--- src/design/pfba_pkg.sv ---
package pfba_pkg;

   // Frame and field geometry
   localparam int NUM_FRAMES       = 65536;
   localparam int FIELD_MAX_FRAMES = 65536;
   localparam int MAX_LIMIT        = (NUM_FRAMES < FIELD_MAX_FRAMES) ? NUM_FRAMES
                                                                     : FIELD_MAX_FRAMES;
   localparam int FRAME_W   = 16;
   localparam int CNT_W     = 17;
   localparam int WORD_BITS = 32;
   localparam int OFF_W     = 5;
   localparam int WIDX_W    = FRAME_W - OFF_W;
   localparam int MEM_WORDS = (MAX_LIMIT + WORD_BITS - 1) / WORD_BITS;
   localparam int MEM_AW    = (MEM_WORDS > 1) ? $clog2(MEM_WORDS) : 1;
   localparam int POP_W     = OFF_W + 1;

   localparam logic [CNT_W-1:0] CNT_MAX     = '1;
   localparam logic [CNT_W-1:0] LIMIT_RESET = CNT_W'(65536);

   // Register file
   localparam int   CSR_AW             = 3;
   localparam logic REG_FRAME_LIMIT_IDX = 1'b0;

   typedef enum logic [2:0] {
      OP_REQUEST   = 3'd0,
      OP_FREE      = 3'd1,
      OP_LOCK      = 3'd2,
      OP_RESERVE   = 3'd3,
      OP_UNRESERVE = 3'd4
   } op_type;

   typedef enum logic [1:0] {
      ST_DONE   = 2'd0,
      ST_NO_MEM = 2'd1,
      ST_BEYOND = 2'd2
   } status_type;

   typedef enum logic [2:0] {
      S_CLEAR,
      S_IDLE,
      S_SPAN,
      S_READ,
      S_EVAL,
      S_ACC,
      S_DONE
   } state_type;

   typedef struct packed {
      logic ready;
      logic load;
      logic span;
      logic rd;
      logic eval;
      logic acc;
      logic emit;
      logic clr;
   } ctrl_cmd_type;

   typedef struct packed {
      logic clear_last;
      logic skip;
      logic finish;
   } dp_stat_type;

   // Population count as a tree of independent adds
   function automatic logic [POP_W-1:0] pop32(input logic [WORD_BITS-1:0] v);
      logic [1:0] l1 [16];
      logic [2:0] l2 [8];
      logic [3:0] l3 [4];
      logic [4:0] l4 [2];
      for (int i = 0; i < 16; i++) l1[i] = {1'b0, v[2*i]} + {1'b0, v[2*i+1]};
      for (int i = 0; i < 8; i++)  l2[i] = {1'b0, l1[2*i]} + {1'b0, l1[2*i+1]};
      for (int i = 0; i < 4; i++)  l3[i] = {1'b0, l2[2*i]} + {1'b0, l2[2*i+1]};
      for (int i = 0; i < 2; i++)  l4[i] = {1'b0, l3[2*i]} + {1'b0, l3[2*i+1]};
      return {1'b0, l4[0]} + {1'b0, l4[1]};
   endfunction

   // Position of the lowest set bit: isolate it, then encode the one-hot word
   function automatic logic [OFF_W-1:0] low_pos(input logic [WORD_BITS-1:0] v);
      logic [WORD_BITS-1:0] iso;
      logic [OFF_W-1:0]     p;
      iso = v & (~v + WORD_BITS'(1));
      p   = '0;
      for (int i = 0; i < WORD_BITS; i++) begin
         if (iso[i]) p = p | OFF_W'(i);
      end
      return p;
   endfunction

endpackage

--- src/design/pfba_ctrl.sv ---
module pfba_ctrl (
   input  logic                    clock,
   input  logic                    reset,
   input  logic                    req_valid,
   input  logic                    out_free,
   input  pfba_pkg::dp_stat_type   stat,
   output pfba_pkg::ctrl_cmd_type  cmd,
   output pfba_pkg::state_type     state
);

   pfba_pkg::state_type state_ff, state_in;

   always_ff @(posedge clock) begin
      if (reset) state_ff <= pfba_pkg::S_CLEAR;
      else       state_ff <= state_in;
   end

   always_comb begin
      state_in = state_ff;
      case (state_ff)
         pfba_pkg::S_CLEAR: if (stat.clear_last) state_in = pfba_pkg::S_IDLE;
         pfba_pkg::S_IDLE:  if (req_valid) state_in = pfba_pkg::S_SPAN;
         pfba_pkg::S_SPAN:  state_in = pfba_pkg::S_READ;
         pfba_pkg::S_READ:  state_in = stat.skip ? pfba_pkg::S_DONE : pfba_pkg::S_EVAL;
         pfba_pkg::S_EVAL:  state_in = pfba_pkg::S_ACC;
         pfba_pkg::S_ACC:   state_in = stat.finish ? pfba_pkg::S_DONE : pfba_pkg::S_READ;
         pfba_pkg::S_DONE:  if (out_free) state_in = pfba_pkg::S_IDLE;
         default:           state_in = pfba_pkg::S_CLEAR;
      endcase
   end

   always_comb begin
      cmd = '0;
      case (state_ff)
         pfba_pkg::S_CLEAR: cmd.clr = 1'b1;
         pfba_pkg::S_IDLE: begin
            cmd.ready = 1'b1;
            cmd.load  = req_valid;
         end
         pfba_pkg::S_SPAN:  cmd.span = 1'b1;
         pfba_pkg::S_READ:  cmd.rd   = 1'b1;
         pfba_pkg::S_EVAL:  cmd.eval = 1'b1;
         pfba_pkg::S_ACC:   cmd.acc  = 1'b1;
         pfba_pkg::S_DONE:  cmd.emit = out_free;
         default:           cmd = '0;
      endcase
   end

   assign state = state_ff;

endmodule

--- config.mk ---
export PLATFORM = sky130hd
export DESIGN_NAME = pfba_ctrl
export DESIGN_NICKNAME = d
export VERILOG_FILES = /design/src/design/pfba_pkg.sv /design/src/design/pfba_ctrl.sv
export SDC_FILE = /design/constraint.sdc
export NUM_CORES = 1
export LEC_CHECK = 0
export BUFFER_PORTS_ARGS = -buffer_cell sky130_fd_sc_hd__buf_2
export CORE_AREA = 2 2 39 41
export CTS_BUF_LIST = sky130_fd_sc_hd__clkbuf_2 sky130_fd_sc_hd__clkbuf_4 sky130_fd_sc_hd__clkbuf_8
export CTS_CLUSTER_DIAMETER = 30
export DETAILED_ROUTE_END_ITERATION = 8
export DIE_AREA = 0 0 41 43
export SYNTH_ARGS = -nofsm -noshare
export SYNTH_HDL_FRONTEND = slang
export SYNTH_SLANG_ARGS = --single-unit
--- constraint.sdc ---
create_clock -name clock -period 1.8 [get_ports clock]
set_clock_uncertainty 0.2 [all_clocks]
set_input_delay 0.36 -clock clock [delete_from_list [all_inputs] [get_ports clock]]
set_output_delay 0.36 -clock clock [all_outputs]
set_load 0.05 [all_outputs]
==> results.json <==
{
  "status": "finished, final reports clean",
  "vias_per_cell": 4.368,
  "grt_pass1_wl_um": 966,
  "fill_cells": 159,
  "clockBufferDepth": 2,
  "power_density_nw_per_um2": 800.7,
  "grt_max_degree": 16,
  "slew_headroom": 0.8351,
  "overflow": 0,
  "synth_seq_area_share": 0.2759,
  "synth.avg_cell_area_sq_um": 7.507,
  "wirelength_um": 722,
  "start_util": 0.1573,
  "firstDrtPassIters": 2,
  "drv_cap": 0,
  "regArea_sq_um": 71.32,
  "insertion_delay_ps": 230,
  "startpoint_type": "flop",
  "worstPathRequired_ps": 1240,
  "final_antenna_net_count": 0,
  "path_class": "flop to primary output",
  "cts_tree": "done",
  "min-delay-start": "reset",
  "rr_endpoint": "state[0]$_SDFFE_PP0P_",
  "portBuffers": 17,
  "cts.sinks": 3,
  "post-route-min-period_ps": 1738,
  "hold_depth": 2,
  "multi_input_area_sq_um": 185.2,
  "die_x_um": 41,
  "clock-root-buffer": "clkbuf_4",
  "period_share": 0.9656,
  "max_freq_mhz": 575.3,
  "final.setup.worst_slack_ps": 61.92,
  "die_h_um": 43,
  "clk_pin_slew_ps": 30,
  "ios": 18,
  "grt_pass1_vias": 255,
  "leakagePower_nw": 0.2059,
  "yosysUniqueCellTypes": 17,
  "wl_per_cell_um": 10.62,
  "hold_path_end": "state[0]$_SDFFE_PP0P_",
  "row_count": 14,
  "grt_util_all_layers": 0.08325,
  "post-place-ws_ps": 186.4,
  "tightest_slew_ps": 249.0,
  "h-tree-depth": 1,
  "syn_nets": 36,
  "ys_seq_elements": 3,
  "end_kind": "primary output",
  "reg2reg_slack_ps": 570,
  "yosys_warnings": 0,
  "reg2regPathDepth": 3,
  "r2r-start": "state[2]$_SDFFE_PP0P_",
  "dr.first_iter.drc_count": 4,
  "dp_hpwl_um": 527.9,
  "final_layout_size_suffix_gt1_frac": 0.7115,
  "nets": 60,
  "setup_viol": 0,
  "vias": 297,
  "core_sq_um": 1384,
  "vdd_drop_max_v": 0.0002462,
  "worstPathArrival_ps": 1180,
  "rsz0062_at_grt": "false",
  "gp_congestion": 0.6797,
  "finalHoldViolCount": 0,
  "drc_errors": 0,
  "final_util": 0.3219,
  "syn-cell-area_sq_um": 217.7,
  "die_area_sq_um": 1763,
  "hold_path.class": "input port to flop",
  "antenna_found_initial": 0,
  "final_max_slew_viol_count": 0,
  "n_antenna_cell": 0,
  "syn_to_final_growth_pct": 104.6,
  "fin_hold_ws_ps": 118.5,
  "largest_reg_flops": 3,
  "ctsHoldBuffers": 0,
  "synthCells": 29,
  "numCtsBuffers": 3,
  "worstPathMaxFanout": 8
}
[metal layers]
layer,vias up,track usage,wire (um)
met5,-,0,0
li1,152,-,-
met1,133,0.09295,310
met4,0,0.06000,0
met2,12,0.1219,364
met3,0,0.03141,48
[cells in the mapped netlist]
cell type / instances / area share
inv_1: 3 / 0.052
and2_1: 2 / 0.057
and3_1: 1 / 0.029
a31oi_1: 1 / 0.029
nand2_1: 2 / 0.034
buf_2: 1 / 0.023
o211ai_1: 2 / 0.069
nor2b_1: 1 / 0.029
a311o_1: 1 / 0.046
and3b_2: 1 / 0.046
a21oi_2: 1 / 0.040
and2b_2: 1 / 0.040
a21oi_1: 2 / 0.046
dfxtp_1: 3 / 0.28
mux2i_1: 1 / 0.046
nor3_1: 5 / 0.11
o21ai_0: 1 / 0.023
[cells in the final DEF, fill, tap and decap left out, drive strengths merged]
cell type  instances
a311o              1
a31oi              1
nand2              2
and2               2
a21oi              3
o21ai              1
nor3               5
inv                3
o211ai             2
mux2i              1
and2b              1
and3b              1
and3               1
dfxtp              3
buf               20
nor2b              1
clkbuf             4
[report_power, final]
| group | switching [mW] | total, mW | internal, mW |
|---|---|---|---|
| clock network | 0.0323 | 0.130 | 0.0979 |
| logic | 0.0926 | 0.138 | 0.0454 |
| registers | 0.0166 | 0.0885 | 0.0720 |
| total | 0.141 | 0.357 | 0.215 |
[worst max-delay path, cell delays in order, from the launching register on]
cell and delay [ps]:
dfxtp_4 410, inv_2 80, nor3_4 120, and2_4 150, buf_4 180
[stage by stage]
step / instance area [sq um] / setup TNS, ps / power, mW / std cells
floorplan: 274.0 / -154.1 / 0.1904 / 29
global placement: 367.9 / 0 / 0.2191 / 61
detailed placement: 367.9 / 0 / 0.2195 / 61
CTS: 410.4 / 0 / 0.3575 / 65
global route: 445.4 / 0 / 0.3875 / 68
finish: 445.4 / 0 / 0.3567 / 68
[timing repair]
item,in CTS,in global routing
endpoints found under the hold margin,0,0
setup buffers,0,3
setup endpoints to repair,5,3
resized for setup,5,5
[final cells by class]
type,count,area share
well taps,16,0.04494
multi-input cells,22,0.4157
clock buffers,4,0.06742
repair buffers,20,0.2865
inverters,3,0.02528
flip-flops and latches,3,0.1601
[cells by family after synthesis]
| logic type | Yosys count | synth area share |
|---|---|---|
| buf+inv | 4 | 0.07469 |
| flops | 3 | 0.2759 |
| simple gates | 13 | 0.3506 |
| mux | 1 | 0.04598 |
| compound gates | 8 | 0.2529 |
[how the worst max path moves through the flow]
stage / startpoint / to / depth (start not counted)
floorplan: state[2]$_SDFFE_PP0P_ / cmd[6] / 3
global placement: state[1]$_SDFFE_PP0P_ / cmd[5] / 3
detailed placement: state[1]$_SDFFE_PP0P_ / cmd[5] / 3
global route: state[1]$_SDFFE_PP0P_ / cmd[5] / 3
CTS: state[1]$_SDFFE_PP0P_ / cmd[2] / 3
finish: state[0]$_SDFFE_PP0P_ / cmd[6] / 4
Power figures use the tool's default switching activity.
